## src/sv/spq_pkg.sv

```systemverilog
package spq_pkg;

  // Default number of record cells.
  localparam int CAPACITY_DEF = 16;

  // Operation codes carried in the func field.
  localparam logic [1:0] FUNC_PUSH  = 2'd0;
  localparam logic [1:0] FUNC_POP   = 2'd1;
  localparam logic [1:0] FUNC_PEEK  = 2'd2;
  localparam logic [1:0] FUNC_CLEAR = 2'd3;

  // Field widths.
  localparam int PID_W   = 16;
  localparam int PRIO_W  = 8;
  localparam int MEM_W   = 16;
  localparam int COUNT_W = 5;
  localparam int TOTAL_W = 20;

  // Saturation limits of the reported count and memory sum.
  localparam int COUNT_SAT = 31;
  localparam int TOTAL_SAT = 1048575;

  // Stream widths, padded to whole bytes.
  localparam int IN_TDATA_W  = 48;
  localparam int OUT_TDATA_W = 72;

  // One stored process record.
  typedef struct packed {
    logic [PID_W-1:0]  pid;
    logic [PRIO_W-1:0] prio;
    logic [MEM_W-1:0]  memory;
  } rec_t;

  // Shift commands broadcast to every cell.
  typedef struct packed {
    logic push;
    logic pop;
  } cell_ctl_t;

endpackage

```

## src/sv/spq_cell.sv

```systemverilog
module spq_cell (
  input  logic              clk,
  input  spq_pkg::cell_ctl_t ctl,
  input  logic              occ,
  input  spq_pkg::rec_t     new_rec,
  input  logic              left_gt,
  input  spq_pkg::rec_t     left_rec,
  input  spq_pkg::rec_t     right_rec,
  output logic              gt,
  output spq_pkg::rec_t     rec
);

  spq_pkg::rec_t rec_next;

  // An empty cell or one with a larger priority gives way to the new record.
  assign gt = !occ || (rec.prio > new_rec.prio);

  // On push a yielding cell takes its left neighbor, or the new record at the
  // boundary; on pop every cell takes its right neighbor.
  always_comb begin
    rec_next = rec;
    if (ctl.push) begin
      if (gt) begin
        rec_next = left_gt ? left_rec : new_rec;
      end
    end else if (ctl.pop) begin
      rec_next = right_rec;
    end
  end

  always_ff @(posedge clk) begin
    rec <= rec_next;
  end

endmodule

```

## src/sv/stable_priority_queue.sv

```systemverilog
// Sorted priority queue of process records built as a row of cells.
// Input channel s_*: one beat is one operation (push, pop, peek, clear).
// Output channel m_*: exactly one result beat for every input beat, in order.
// Records leave in ascending priority; equal priorities leave in arrival
// order, since a pushed record lands after every stored record of equal
// priority. Each cell compares its record with the pushed one at once, so
// an operation completes in the cycle it is accepted.
// The result beat is registered and becomes valid in the cycle after the input beat is accepted.
// Throughput: one operation per cycle while m_tready is high.
// A single output register holds the result; when the receiver stalls it
// keeps the beat and s_tready drops, until the beat is taken. s_tready is
// high whenever the output register is empty or being read in that cycle.
// Reset (rst, synchronous) empties the queue, zeroes the memory sum and
// drops m_tvalid; record cells are not cleared and are never read until
// written by a push.
// A full push or an empty pop or peek reports ok low and leaves the state.
module stable_priority_queue #(
  parameter int CAPACITY = spq_pkg::CAPACITY_DEF
) (
  input  logic                            clk,
  input  logic                            rst,
  input  logic                            s_tvalid,
  output logic                            s_tready,
  // func[1:0], new_pid[17:2], new_prio[25:18], new_memory[41:26], zero pad
  input  logic [spq_pkg::IN_TDATA_W-1:0]  s_tdata,
  output logic                            m_tvalid,
  input  logic                            m_tready,
  // ok[0], out_pid[16:1], out_prio[24:17], out_memory[40:25],
  // entry_count[45:41], is_empty[46], memory_total[66:47], zero pad
  output logic [spq_pkg::OUT_TDATA_W-1:0] m_tdata
);

  localparam int CW = $clog2(CAPACITY + 1);
  localparam int SW = spq_pkg::MEM_W + CW;

  logic                 accept;
  logic [1:0]           func;
  spq_pkg::rec_t        new_rec;
  spq_pkg::cell_ctl_t   ctl;
  logic [CW-1:0]        count;
  logic [CW-1:0]        count_next;
  logic [SW-1:0]        mem_sum;
  logic [SW-1:0]        mem_sum_next;
  logic                 full;
  logic                 empty;
  logic                 ok_next;
  spq_pkg::rec_t        out_rec_next;
  logic [spq_pkg::COUNT_W-1:0] ecount_next;
  logic [spq_pkg::TOTAL_W-1:0] total_next;

  logic [CAPACITY-1:0]  occ;
  logic [CAPACITY-1:0]  gt;
  spq_pkg::rec_t        recs [CAPACITY];

  // Input decode.
  assign accept  = s_tvalid && s_tready;
  assign func    = s_tdata[1:0];
  assign new_rec = '{pid: s_tdata[17:2], prio: s_tdata[25:18], memory: s_tdata[41:26]};
  assign full    = (32'(count) >= 32'(CAPACITY));
  assign empty   = (count == '0);

  assign ctl.push = accept && (func == spq_pkg::FUNC_PUSH) && !full;
  assign ctl.pop  = accept && (func == spq_pkg::FUNC_POP) && !empty;

  // Row of cells, front record in cell 0.
  for (genvar i = 0; i < CAPACITY; i++) begin : g_cell
    spq_pkg::rec_t right_rec;
    logic          left_gt;
    spq_pkg::rec_t left_rec;

    assign occ[i] = (32'(i) < 32'(count));

    if (i == 0) begin : g_first
      assign left_gt  = 1'b0;
      assign left_rec = new_rec;
    end else begin : g_mid
      assign left_gt  = gt[i-1];
      assign left_rec = recs[i-1];
    end

    if (i == CAPACITY - 1) begin : g_last
      assign right_rec = recs[i];
    end else begin : g_inner
      assign right_rec = recs[i+1];
    end

    spq_cell u_cell (
      .clk       (clk),
      .ctl       (ctl),
      .occ       (occ[i]),
      .new_rec   (new_rec),
      .left_gt   (left_gt),
      .left_rec  (left_rec),
      .right_rec (right_rec),
      .gt        (gt[i]),
      .rec       (recs[i])
    );
  end

  // Count, memory sum and result fields for the accepted operation.
  always_comb begin
    count_next   = count;
    mem_sum_next = mem_sum;
    ok_next      = 1'b1;
    out_rec_next = '0;
    unique case (func)
      spq_pkg::FUNC_PUSH: begin
        if (full) begin
          ok_next = 1'b0;
        end else begin
          count_next   = count + CW'(1);
          mem_sum_next = mem_sum + SW'(new_rec.memory);
        end
      end
      spq_pkg::FUNC_POP: begin
        if (empty) begin
          ok_next = 1'b0;
        end else begin
          out_rec_next = recs[0];
          count_next   = count - CW'(1);
          mem_sum_next = mem_sum - SW'(recs[0].memory);
        end
      end
      spq_pkg::FUNC_PEEK: begin
        if (empty) begin
          ok_next = 1'b0;
        end else begin
          out_rec_next = recs[0];
        end
      end
      spq_pkg::FUNC_CLEAR: begin
        count_next   = '0;
        mem_sum_next = '0;
      end
      default: begin
        ok_next = 1'b0;
      end
    endcase
  end

  // Saturate the reported figures to their field widths.
  always_comb begin
    if (32'(count_next) > 32'(spq_pkg::COUNT_SAT)) begin
      ecount_next = spq_pkg::COUNT_W'(spq_pkg::COUNT_SAT);
    end else begin
      ecount_next = spq_pkg::COUNT_W'(count_next);
    end
    if (32'(mem_sum_next) > 32'(spq_pkg::TOTAL_SAT)) begin
      total_next = spq_pkg::TOTAL_W'(spq_pkg::TOTAL_SAT);
    end else begin
      total_next = spq_pkg::TOTAL_W'(mem_sum_next);
    end
  end

  // Queue state.
  always_ff @(posedge clk) begin
    if (rst) begin
      count   <= '0;
      mem_sum <= '0;
    end else if (accept) begin
      count   <= count_next;
      mem_sum <= mem_sum_next;
    end
  end

  // Output register.
  assign s_tready = !m_tvalid || m_tready;

  always_ff @(posedge clk) begin
    if (rst) begin
      m_tvalid <= 1'b0;
    end else if (accept) begin
      m_tvalid <= 1'b1;
    end else if (m_tready) begin
      m_tvalid <= 1'b0;
    end
  end

  always_ff @(posedge clk) begin
    if (accept) begin
      m_tdata <= {5'd0, total_next, (count_next == '0), ecount_next,
                  out_rec_next.memory, out_rec_next.prio, out_rec_next.pid, ok_next};
    end
  end

`ifndef SYNTHESIS
  // The stored count never exceeds the number of cells.
  a_count_bound: assert property (@(posedge clk) disable iff (rst)
    32'(count) <= 32'(CAPACITY))
    else $error("queue count exceeds capacity");

  // An empty queue holds no memory.
  a_empty_sum: assert property (@(posedge clk) disable iff (rst)
    (count == '0) |-> (mem_sum == '0))
    else $error("memory sum nonzero on empty queue");

  // A push that is not refused grows the queue by one.
  a_push_count: assert property (@(posedge clk) disable iff (rst)
    ctl.push |=> (count == $past(count) + CW'(1)))
    else $error("push did not increment count");

  // A result beat with ok low carries no record.
  a_fail_zero: assert property (@(posedge clk) disable iff (rst)
    (m_tvalid && !m_tdata[0]) |-> (m_tdata[40:1] == '0))
    else $error("failed result carries a record");

  // The empty flag agrees with the reported count.
  a_empty_flag: assert property (@(posedge clk) disable iff (rst)
    m_tvalid |-> (m_tdata[46] == (m_tdata[45:41] == 5'd0)))
    else $error("empty flag disagrees with count");
`endif

endmodule

```

## config.mk

```make
export PLATFORM = sky130hd
export DESIGN_NAME = stable_priority_queue
export DESIGN_NICKNAME = d
export VERILOG_FILES = /design/src/sv/spq_pkg.sv /design/src/sv/spq_cell.sv /design/src/sv/stable_priority_queue.sv
export SDC_FILE = /design/constraint.sdc
export NUM_CORES = 2
export LEC_CHECK = 0
export BUFFER_PORTS_ARGS = -buffer_cell sky130_fd_sc_hd__buf_2
export CAP_MARGIN = 20
export CORE_MARGIN = 4
export CORE_UTILIZATION = 57
export DETAILED_ROUTE_END_ITERATION = 7
export PLACE_DENSITY = 0.79
export SLEW_MARGIN = 5
export SYNTH_ARGS = -nofsm -noshare
export SYNTH_HDL_FRONTEND = slang
export SYNTH_HIERARCHICAL = 1
export SYNTH_SLANG_ARGS = --single-unit
```

## constraint.sdc

```tcl
create_clock -name clk -period 5.1 [get_ports clk]
set_input_delay 0.51 -clock clk [delete_from_list [all_inputs] [get_ports clk]]
set_output_delay 0.51 -clock clk [all_outputs]
set_load 0.01 [all_outputs]
```

==> out/qor.yml <==
status:
  status: "complete, no violations"
power_and_ir_drop:
  p_sw_mw: 3.64
  p_leak_nw: 21.3
  p_clk_share_pct: 37.8
  swShare_pct: 25.3
  combPwrFrac_pct: 12.3
  seqPwrFrac_pct: 50.0
  p_per_area_nw_per_um2: 311
  ir_drop_mv: 0.208
  intPower_mw: 10.7
floorplanning:
  initial_core_util_pct: 57.9
  core_area_um2: 73300
  fp.dieH_um: 281
  die_w_um: 281
  fp.dieArea_um2: 78900
  row_count: 99
  ios: 126
clocking:
  clkSinkCount: 734
  cts_setup_buffers: 0
  path_clk_slew_ns: 0.06
  cts_root_buffer: "clkbuf_16"
  cts_resized: 0
  clock_latency_ns: 0.63
  max-clock-path-buffers: 3
  numCtsBuffers: 78
  cts.htree.levels: 3
  tritoncts: "done"
  ctsHoldBuffers: 0
flow_run:
  drv_cap: 0
global_route:
  grt_usage_pct: 23.1
  grt_max_degree: 268
  antenna_found_initial: 7
  grt_pass1_vias: 27598
  gr-total-overflow: 0
  grt_first_pass_wirelength_um: 149000
worst_setup_path:
  crit_required_ns: 5.55
  reg2reg_slack_ns: 1.27
  cp_max_fo: 267
  path_cells: "ha_1 -> nor4b_1 -> nor2_2 -> nand2_1 -> nor2_4 -> buf_12 -> buf_12 -> buf_4 -> nor2_1 -> a21oi_1"
  cp.arrival_ns: 4.27
  cp_slowest_stage_delay_ns: 0.59
  critPathCaptureType: "flip-flop"
  crit_type: "reg2reg"
  crit_path_frequent_cell: "buf_12"
  cp-start-kind: "flip-flop"
  cpMaxStageDelayCell: "buf_12"
sta:
  clock_skew_ns: 0.0324
  rsz0062_at_grt: "no"
  setup_slack_ns: 1.27
  slew_viol_final: 0
  fin_crit_ns: 3.83
  setup_viol: 0
  tightest_slew_ns: 1.14
  hold_viol: 0
  max_freq_mhz: 261
  finalCritPeriodShare_pct: 75.1
  finalSetupTns_ns: 0
  slew_headroom_pct: 24.3
detailed_routing:
  drc_errors: 0
  vias_per_cell: 5.80
  initialDrtViolationCount: 2724
  antenna_left: 0
  wl_met3_um: 5850
  wl_per_cell_um: 18.4
  dr.max_layer_used: "met5"
  route.met2.wl_um: 41900
  drt-total-wl_um: 93200
  vias: 29337
  firstDrtPassIters: 8
  met1Wirelength_um: 43700
final_layout:
  drive_gt1_share_pct: 8.77
  multi_input_area_um2: 18800
  nNetsFinal: 4255
  fillers: 5654
  area_delta_synth_final_pct: 8.86
  fin_cells: 5056
  seqCellArea_um2: 21800
synthesis:
  ys_warn_count: 6
  syn_avg_cell_area_um2: 10.5
  synthCells: 4028
  synth_area_um2: 42400
place:
  hpwl_um: 65200
  place_inst: 4912
  dp_slack_ns: 0.864
  gp_congestion: 0.893
  portBuffers: 114
hold_path:
  hold_path.class: "in2reg"
==> power groups by stage <==
| stage | Combinational [mW] | Sequential, mW | Clock [mW] |
|---|---|---|---|
| after floorplan | 1.23 | 7.27 | 0 |
| after global placement | 1.68 | 7.29 | 0 |
| after detailed placement | 1.74 | 7.31 | 0 |
| after CTS | 1.75 | 7.18 | 5.55 |
| after global routing | 1.97 | 7.21 | 5.79 |
| final | 1.77 | 7.18 | 5.43 |
==> worst paths after layout <==
path	endpoint	startpoint	cells after the start
worst max register to register	g_cell[9].u_cell/rec[38]	count[4]	10
worst min register to register	mem_sum[20]	mem_sum[20]	2
worst max-delay path	g_cell[9].u_cell/rec[38]	count[4]	10
worst min-delay path	m_tvalid	s_tvalid	3
==> routing by layer <==
layer  vias up  global-route usage [%]
li1      14716                       -
met5         -                       0
met2       885                    36.6
met4         8                    5.96
met1     13592                    33.9
met3       136                    3.08
==> critical path, delay by kind of cell (launching register included) <==
kind	cells	cell delay, ns
flip-flops	1	0.57
AND/OR/NAND/NOR	5	1.13
adder cells (fa/ha/maj)	1	0.32
buffers and inverters	3	1.28
AO/OA/AOI/OAI	1	0.18
==> registers in the layout (all words and copies together) (netlist names) <==
signal and flops:
m_tdata 67, m_tvalid 1, g_cell.u_cell/rec 640, count 5, mem_sum 21
==> layout make-up <==
cell class | instances | area share [%]
Clock buffer | 100 | 4.54
Tap cell | 959 | 2.60
Sequential cell | 734 | 47.1
Clock inverter | 40 | 0.666
Multi-Input combinational cell | 2844 | 40.7
Inverter | 186 | 1.51
Antenna cell | 4 | 0.0217
Timing Repair Buffer | 189 | 2.83
==> stage by stage <==
stage,util (%),hold slack (ns),cell area (um2),total power [mW]
global route,63.0,0.157,46200,15.0
floorplan,-,0.470,42500,8.50
finish,63.0,0.144,46200,14.4
global placement,59.7,0.483,43800,8.97
CTS,63.0,0.112,46200,14.5
detailed placement,59.7,0.495,43800,9.05
==> cell usage in the layout, fill, tap and decap left out, drive strengths merged, types with 6 or more instances in the layout <==
| master | instances |
|---|---|
| conb | 6 |
| and3 | 6 |
| inv | 188 |
| nor2 | 737 |
| a31oi | 23 |
| buf | 189 |
| o211ai | 8 |
| edfxtp | 707 |
| clkinv | 32 |
| o21ai | 65 |
| a211oi | 32 |
| nor2b | 7 |
| a21o | 8 |
| xnor2 | 12 |
| a21oi | 715 |
| a22oi | 7 |
| o41ai | 18 |
| ha | 168 |
| nand4 | 27 |
| xor2 | 8 |
| mux2i | 644 |
| nand2 | 151 |
| nor3 | 17 |
| nand3 | 14 |
| clkbuf | 100 |
| or3 | 20 |
| dfxtp | 27 |
| and2 | 43 |
| nand2b | 29 |
| o31ai | 10 |
Power figures use the tool's default switching activity.
